### config.mk
export PLATFORM = sky130hd
export DESIGN_NAME = spi_frame_crc8_codec_core
export DESIGN_NICKNAME = d
export VERILOG_FILES = /design/src/rtl/sfcc_pkg.sv /design/src/rtl/sfcc_crc_stage.sv /design/src/rtl/spi_frame_crc8_codec_core.sv
export SDC_FILE = /design/constraint.sdc
export NUM_CORES = 1
export LEC_CHECK = 0
export ABC_AREA = 1
export BUFFER_PORTS_ARGS = -buffer_cell sky130_fd_sc_hd__buf_2
export CAP_MARGIN = 10
export CORE_ASPECT_RATIO = 0.9
export CORE_MARGIN = 4
export CORE_UTILIZATION = 40
export DETAILED_ROUTE_END_ITERATION = 10
export GPL_TIMING_DRIVEN = 0
export HOLD_SLACK_MARGIN = 0.05
export PLACE_DENSITY_LB_ADDON = 0.3
export REMOVE_ABC_BUFFERS = 1
export SETUP_SLACK_MARGIN = 0.5
export SYNTH_ARGS = -nofsm -noshare
export SYNTH_HDL_FRONTEND = slang
export SYNTH_HIERARCHICAL = 1
export SYNTH_SLANG_ARGS = --single-unit
export TNS_END_PERCENT = 20
### constraint.sdc
create_clock -name clk -period 3.4 [get_ports clk]
set_input_delay 0.68 -clock clk [delete_from_list [all_inputs] [get_ports clk]]
set_output_delay 0.68 -clock clk [all_outputs]
set_load 0.03 [all_outputs]
### src/rtl/sfcc_pkg.sv
// Types, constants and the CRC-8 step function for the frame codec.
`timescale 1ns / 1ps
package sfcc_pkg;

  typedef enum logic {
    CMD_BUILD = 1'b0,
    CMD_CHECK = 1'b1
  } cmd_t;

  localparam logic [7:0] CRC_POLY   = 8'h2F;
  localparam logic [2:0] WRITE_TAIL = 3'b010;
  localparam logic [3:0] STEP_FULL  = 4'd8;
  localparam logic [3:0] STEP_BUILD = 4'd5;  // bits 15..11
  localparam logic [3:0] STEP_CHECK = 4'd6;  // bits 15..10

  typedef struct packed {
    cmd_t        command;
    logic [31:0] frame_word;
  } req_t;

  typedef struct packed {
    logic [31:0] out_frame;
    logic [7:0]  crc_value;
    logic        crc_match;
  } res_t;

  // Data carried between pipeline stages.
  typedef struct packed {
    cmd_t        command;
    logic [31:0] frame_word;
    logic [7:0]  crc;
  } stage_t;

  // Runs the CRC over the top nbits of bits, MSB first.
  function automatic logic [7:0] crc8_update(input logic [7:0] crc_in,
                                             input logic [7:0] bits,
                                             input logic [3:0] nbits);
    logic [7:0] crc;
    logic       fb;
    crc = crc_in;
    for (int i = 0; i < 8; i++) begin
      if (4'(i) < nbits) begin
        fb  = bits[7 - i] ^ crc[7];
        crc = {crc[6:0], 1'b0} ^ (fb ? CRC_POLY : 8'h00);
      end
    end
    return crc;
  endfunction

endpackage

### src/rtl/sfcc_crc_stage.sv
// One pipeline stage: up to eight CRC steps, then a stage register with handshake.
`timescale 1ns / 1ps
module sfcc_crc_stage (
  input  logic            clk,
  input  logic            rst,
  input  logic            in_valid,
  output logic            in_ready,
  input  sfcc_pkg::stage_t in_data,
  input  logic [7:0]      step_bits,
  input  logic [3:0]      step_count,
  output logic            out_valid,
  input  logic            out_ready,
  output sfcc_pkg::stage_t out_data
);
  import sfcc_pkg::*;

  stage_t data_next;

  assign in_ready = !out_valid || out_ready;

  always_comb begin
    data_next     = in_data;
    data_next.crc = crc8_update(in_data.crc, step_bits, step_count);
  end

  always_ff @(posedge clk) begin
    if (rst) begin
      out_valid <= 1'b0;
    end else if (in_ready) begin
      out_valid <= in_valid;
    end
  end

  always_ff @(posedge clk) begin
    if (in_valid && in_ready) begin
      out_data <= data_next;
    end
  end

endmodule

### src/rtl/spi_frame_crc8_codec_core.sv
// Top level of the frame CRC-8 codec: three CRC stages and an output register.
//
// Request channel (req_valid/req_ready/req_data): command and 32-bit frame word.
// Command build: bits 31..11 are the payload; the result frame is payload,
// CRC-8 (poly 0x2F, zero start) in bits 10..3 and 010 in bits 2..0.
// Command check: CRC over bits 31..10 is compared with bits 9..2; the frame
// is echoed and crc_match set on equality.
// Result channel (res_valid/res_ready/res_data): one result per request.
// Throughput: one request per cycle unless a res_ready stall holds the pipe;
// four register stages, each holding at most eight CRC steps or the final
// compare and format.
// Reset clears all stage valid bits; no result is pending afterward.
// A stall on res_ready holds the result and back-pressures stage by stage;
// a stage still accepts while the one after it has room, so nothing is lost
// or repeated.
`timescale 1ns / 1ps
module spi_frame_crc8_codec_core (
  input  logic          clk,
  input  logic          rst,
  input  logic          req_valid,
  output logic          req_ready,
  input  sfcc_pkg::req_t req_data,
  output logic          res_valid,
  input  logic          res_ready,
  output sfcc_pkg::res_t res_data
);
  import sfcc_pkg::*;

  stage_t s0_data, s1_data, s2_data, s3_data;
  logic   s1_valid, s2_valid, s3_valid;
  logic   s1_ready, s2_ready, s3_ready;
  logic [3:0] s3_count;
  res_t   res_next;

  always_comb begin
    s0_data.command    = req_data.command;
    s0_data.frame_word = req_data.frame_word;
    s0_data.crc        = 8'h00;
  end

  sfcc_crc_stage u_stage1 (
    .clk        (clk),
    .rst        (rst),
    .in_valid   (req_valid),
    .in_ready   (req_ready),
    .in_data    (s0_data),
    .step_bits  (s0_data.frame_word[31:24]),
    .step_count (STEP_FULL),
    .out_valid  (s1_valid),
    .out_ready  (s1_ready),
    .out_data   (s1_data)
  );

  sfcc_crc_stage u_stage2 (
    .clk        (clk),
    .rst        (rst),
    .in_valid   (s1_valid),
    .in_ready   (s1_ready),
    .in_data    (s1_data),
    .step_bits  (s1_data.frame_word[23:16]),
    .step_count (STEP_FULL),
    .out_valid  (s2_valid),
    .out_ready  (s2_ready),
    .out_data   (s2_data)
  );

  // Payload tail is one bit longer in check mode.
  assign s3_count = (s2_data.command == CMD_CHECK) ? STEP_CHECK : STEP_BUILD;

  sfcc_crc_stage u_stage3 (
    .clk        (clk),
    .rst        (rst),
    .in_valid   (s2_valid),
    .in_ready   (s2_ready),
    .in_data    (s2_data),
    .step_bits  (s2_data.frame_word[15:8]),
    .step_count (s3_count),
    .out_valid  (s3_valid),
    .out_ready  (s3_ready),
    .out_data   (s3_data)
  );

  always_comb begin
    res_next.crc_value = s3_data.crc;
    unique case (s3_data.command)
      CMD_BUILD: begin
        res_next.out_frame = {s3_data.frame_word[31:11], s3_data.crc, WRITE_TAIL};
        res_next.crc_match = 1'b0;
      end
      CMD_CHECK: begin
        res_next.out_frame = s3_data.frame_word;
        res_next.crc_match = (s3_data.frame_word[9:2] == s3_data.crc);
      end
      default: begin
        res_next.out_frame = s3_data.frame_word;
        res_next.crc_match = 1'b0;
      end
    endcase
  end

  assign s3_ready = !res_valid || res_ready;

  always_ff @(posedge clk) begin
    if (rst) begin
      res_valid <= 1'b0;
    end else if (s3_ready) begin
      res_valid <= s3_valid;
    end
  end

  always_ff @(posedge clk) begin
    if (s3_valid && s3_ready) begin
      res_data <= res_next;
    end
  end

endmodule

**Word-level counts from Yosys, hierarchy flattened**

Index checks and enable logic that the tools add are counted.

- Register bits after elaboration: 168
- Word-level logic and storage cells: 119

- Reductions and logical operators: 12
- Multiplexer cells: 35
- $lt $le $gt $ge: 8
- Eq/ne operators: 1
- Bitwise gates (word level): 47

Operator list:

| operator | number |
|---|---|
| $xor 8x8->8 | 23 |
| $mux 6 | 24 |
| $mux 8 | 8 |
| $pmux 32 s2 | 1 |
| $xor 1x1->1 | 22 |
| $lt 3x3->1 const A | 4 |
| $eq 8x8->1 | 1 |
| $lt 1x3->1 const A | 2 |
| $lt 2x3->1 const A | 2 |
| $logic_and 1x1->1 | 4 |
| $logic_not 1->1 | 4 |
| $logic_or 1x1->1 | 4 |
| $mux 2 | 1 |
| $pmux 1 s2 | 1 |
| $not 1->1 | 1 |
| $xor 1x1->1 const B | 1 |

**Logic depth before layout (Yosys ltp)**

- Word-level depth: 32
- Mapped depth: 26
- Depth with buffers taken out: 25

**Modules after synthesis**

Netlist, hierarchy kept.

Modules (own cells, without submodules):

| module | sequential area each (µm²) | times used | area each (µm²) | cells an instance |
|---|---|---|---|---|
| sfcc_crc_stage | 1,251.2 | 3 | 3,095.5 | 435 |
| spi_frame_crc8_codec_core | 1,251.2 | 1 | 1,539.0 | 110 |

**Least setup slack after synthesis**

OpenSTA, ideal clock, no wires.

- Kind: input-to-reg
- Start point: input res_ready
- End point: register u_stage1/out_data[0] (netlist bit), enable pin
- Stages on the path: 8
- Path slack: -0.103 ns
- Path buffers: 0
- Required time: 2.947 ns
- Arrival time: 3.050 ns
- Setup time: 0.453 ns
- Cell sequence: inv_1 nand2_1 inv_1 nand2_1 inv_1 nand2_1 inv_1 a21oi_1

- Word-level cells in the longest chain between the ends: 5

Ends and longest elaborated chain:

| element | RTL line | text |
|---|---|---|
| start, declared | spi_frame_crc8_codec_core.sv:24 | `input logic res_ready,` |
| $logic_or 1x1->1 | spi_frame_crc8_codec_core.sv:101 | `assign s3_ready = !res_valid \|\| res_ready;` |
| named net s3_ready | spi_frame_crc8_codec_core.sv:31 | `logic s1_ready, s2_ready, s3_ready;` |
| $logic_or 1x1->1 | sfcc_crc_stage.sv:19 | `assign in_ready = !out_valid \|\| out_ready;` |
| named net s2_ready | spi_frame_crc8_codec_core.sv:31 |  |
| $logic_or 1x1->1 | sfcc_crc_stage.sv:19 |  |
| named net s1_ready | spi_frame_crc8_codec_core.sv:31 |  |
| $logic_or 1x1->1 | sfcc_crc_stage.sv:19 |  |
| $logic_and 1x1->1 | sfcc_crc_stage.sv:35 | `if (in_valid && in_ready) begin` |
| end signal, assigned | sfcc_crc_stage.sv:36 | `out_data <= data_next;` |
| end, declared | sfcc_crc_stage.sv:13 | `output sfcc_pkg::stage_t out_data` |

The timed path passes the listed nets, and every way through them passes these cells.
A chain may end at the register's enable or synchronous reset.

==> flow_metrics.env <==
export IMPL_run_status="completed"
export IMPL_gpl_final_weighted_congestion=0.895
export IMPL_fp_dieW_um=181
export IMPL_tritoncts_num_buffers=17
export IMPL_synthArstFlopShare=0
export IMPL_antenna_cells_inserted=0
export IMPL_die_height_um=164
export IMPL_placed_area_sq_um=11800
export IMPL_worst_setup_path_end_kind="flip-flop"
export IMPL_worstHoldStart="u_stage1/out_data[35]"
export IMPL_floorplan_die_area_sq_um=29800
export IMPL_power_ir_vdd_worst_v=0.000285
export IMPL_max_slew_violation_count=0
export IMPL_mean_syn_cell_area_sq_um=7.65
export IMPL_dr_pass1_iters=7
export IMPL_remaining_drc_errors=0
export IMPL_r2r_setup_slack_ns=0.73
export IMPL_timing_hold_worst_endpoint="u_stage2/out_data[35]"
export IMPL_tmin_final_ns=2.67
export IMPL_critPathLaunchType="flip-flop"
export IMPL_rows=56
export IMPL_synth_enable_flop_cells=164
export IMPL_global_route_usage_met2=0.258
export IMPL_setup_viol_count_final=0
export IMPL_clock_sinks=168
export IMPL_ys_top_cells_by_count="526 x nand2_1, 338 x nand3_1, 164 x edfxtp_1"
export IMPL_yosys_cell_types_count=28
export IMPL_crit_reg2reg_capture="u_stage3/out_data[2]"
export IMPL_max_slew_margin_rel=0.432
export IMPL_antenna_found_initial=0
export IMPL_max_freq_ghz=0.374
export IMPL_tritoncts_clock_tree="yes"
export IMPL_worstHoldPathType="reg -> reg"
export IMPL_final_min_period_over_clock_period=0.786
export IMPL_io_pins=80
export IMPL_synth_area_leader_cell="edfxtp_1"
export IMPL_gr_usage_met3=0.0224
export IMPL_worstPathArrival_ns=2.85
export IMPL_max_cap_viol_count=0
export IMPL_synth_yosys_warnings=6
export IMPL_synth_largest_type_area_fraction=0.455
export IMPL_hold_critical_path_depth=0
export IMPL_yosys_most_used_dff="edfxtp_1"
export IMPL_wire_length_of_the_first_global_routing_pass_um=40000
export IMPL_critPathRequiredTime_ns=3.58
export IMPL_busiest_layer="met2"
export IMPL_rsz_0062_raised_after_global_routing="true"
export IMPL_ys_seq_area_frac=0.462
export IMPL_port_buffers=79
export IMPL_coreArea_sq_um=26300
export IMPL_wl_um=24100
export IMPL_htreeDepth=4
export IMPL_final_nets=1581
export IMPL_met1_usage=0.230
export IMPL_critPathMaxFanout=5
export IMPL_yosysMostFrequentCell="nand2_1"
export IMPL_grt_max_degree=27
export IMPL_postLayoutCellArea_sq_um=12500
export IMPL_area_growth_pct=15.8
export IMPL_drive_above_1_share=0.160
export IMPL_reg2reg_from="u_stage2/out_data[7]"
export IMPL_post_synth_inst_count=1415
export IMPL_power_total_w=0.00624
export IMPL_grt_remaining_overflow=0
export IMPL_final_hold_violation_count=0
export IMPL_reg2regPathDepth=20
export IMPL_p_per_area_nw_per_um2=497
export IMPL_yosys_top_cells_area="edfxtp_1 45%, nand2_1 18%, nand3_1 16%, inv_1 4.5%, nand3_2 3.6%"
export IMPL_synthesis_area_sq_um=10800
export IMPL_power_leakage_nw=5.89
export IMPL_number_of_register_bits_inferred_by_synthesis=168
export IMPL_initial_core_utilization=0.411
export IMPL_clock_latency_ns=0.43
export IMPL_tightestPinTransition_ns=0.851
export IMPL_timing_setup_critical_path_class="reg -> reg"
export IMPL_cts_clk_slew_worst_paths_ns=0.08
export IMPL_post_drt_wl_per_cell_um=12.7
export IMPL_detailed_place_hpwl_um=18700
export IMPL_clock_tree_buffer_depth=2
export IMPL_clock_root_buffer="clkbuf_16"
export IMPL_initialDrtViolationCount=596
export IMPL_per_cell_via_count_in_the_routed_design=5.03
export IMPL_fin_worst_skew_ns=0.0140
export IMPL_grt_total_usage=0.162
export IMPL_antenna_left=0
export IMPL_post_cts_hold_buffer_count=0
export IMPL_detailroute_via_count=9573
export IMPL_grt_pass1_vias=8508
## cell families after synthesis
group                     share of synthesized area
AOI/OAI and AO/OA                            0.0310
xor gates and xnor gates                    0.00162
other                                      0.000694
and+or+nand+nor                               0.435
buffers and inverters                        0.0698
DFF                                           0.462
## worst max path at each step
stage / from / to / slack [ns] / cells after the start
after floorplan: res_ready / u_stage1/out_data[0] / -0.10 / 8
after global placement: res_ready / u_stage1/out_data[28] / -1.70 / 9
after detailed placement: u_stage2/out_data[40] / u_stage3/out_data[4] / 0.30 / 17
after CTS: u_stage2/out_data[40] / u_stage3/out_data[5] / 0.50 / 17
after global routing: u_stage1/out_data[31] / u_stage2/out_data[2] / 0.46 / 21
final: u_stage2/out_data[7] / u_stage3/out_data[2] / 0.73 / 20
## power breakdown
part	total [W]	switching [W]	internal (W)	leakage (nW)
logic	0.00175	0.00119	0.000566	4.01
registers	0.00245	0.0000559	0.00240	1.57
clock network	0.00203	0.00100	0.00103	0.306
total	0.00624	0.00224	0.00399	5.89
## area by class of cell
class / count / area (sq um)
repair buffers: 88 / 536
clock buffers: 17 / 425
inverters: 149 / 559
flip-flops and latches: 168 / 5000
multi-input cells: 1120 / 5370
well taps: 348 / 435
clock inverters: 15 / 211
fillers: 2611 / 13800
## layer usage
layer	up-vias	wire length [um]
li1	4962	-
met4	0	473
met1	4348	11600
met3	32	1120
met2	231	10900
met5	-	0
## state kept, by name (all words and copies together), names as in the netlist
name / flops
res_data: 41
u_stage1/out_data: 41
u_stage2/out_data: 41
u_stage3/out_data: 41
res_valid: 1
u_stage1/out_valid: 1
u_stage2/out_valid: 1
u_stage3/out_valid: 1
## cell usage in the layout, fill, tap and decap left out, types with 17 or more instances in the layout
master,Yosys,final
edfxtp_1,164,164
o21ai_1,18,18
nand3_1,338,337
buf_2,19,79
nand3_2,39,40
inv_1,130,126
clkbuf_16,0,17
nor2_1,20,20
nand2_1,526,519
nand2_2,33,38
conb_1,2,55
nand4_1,21,21
## worst max-delay path, stage by stage (launching register included)
cell,delay [ns]
edfxtp_1,0.47
inv_2,0.12
nand2_2,0.09
nand2_2,0.10
nand2_1,0.06
nand3_1,0.07
nand3_1,0.12
nand3_1,0.12
nand3_1,0.14
nand2_4,0.12
nand2_1,0.09
nand2_1,0.08
nand2_1,0.05
nand2_1,0.06
nand2_1,0.12
nand2_1,0.10
nand3_2,0.12
nand3_1,0.13
nand3_1,0.11
nand2_1,0.08
nand3_1,0.08
## through the flow
| step | util | setup TNS [ns] | worst slack [ns] | cells | hold slack [ns] |
|---|---|---|---|---|---|
| 5_1_grt | 0.476 | 0 | 0.462 | 1905 | 0.393 |
| 3_3_place_gp | 0.443 | -211.84 | -1.70 | 1864 | 0.401 |
| 4_1_cts | 0.472 | 0 | 0.504 | 1900 | 0.389 |
| 6_report | 0.476 | 0 | 0.729 | 1905 | 0.416 |
| 3_5_place_dp | 0.448 | 0 | 0.301 | 1868 | 0.405 |
| 2_1_floorplan | - | -4.23 | -0.103 | 1437 | 0.400 |
## what timing repair did
action                     in CTS  in global routing
pin swaps                       0                  1
setup endpoints to repair       7                 15
buffers inserted                0                  5
resized for setup               1                 18
No activity file was read; power rests on OpenSTA's default activity.
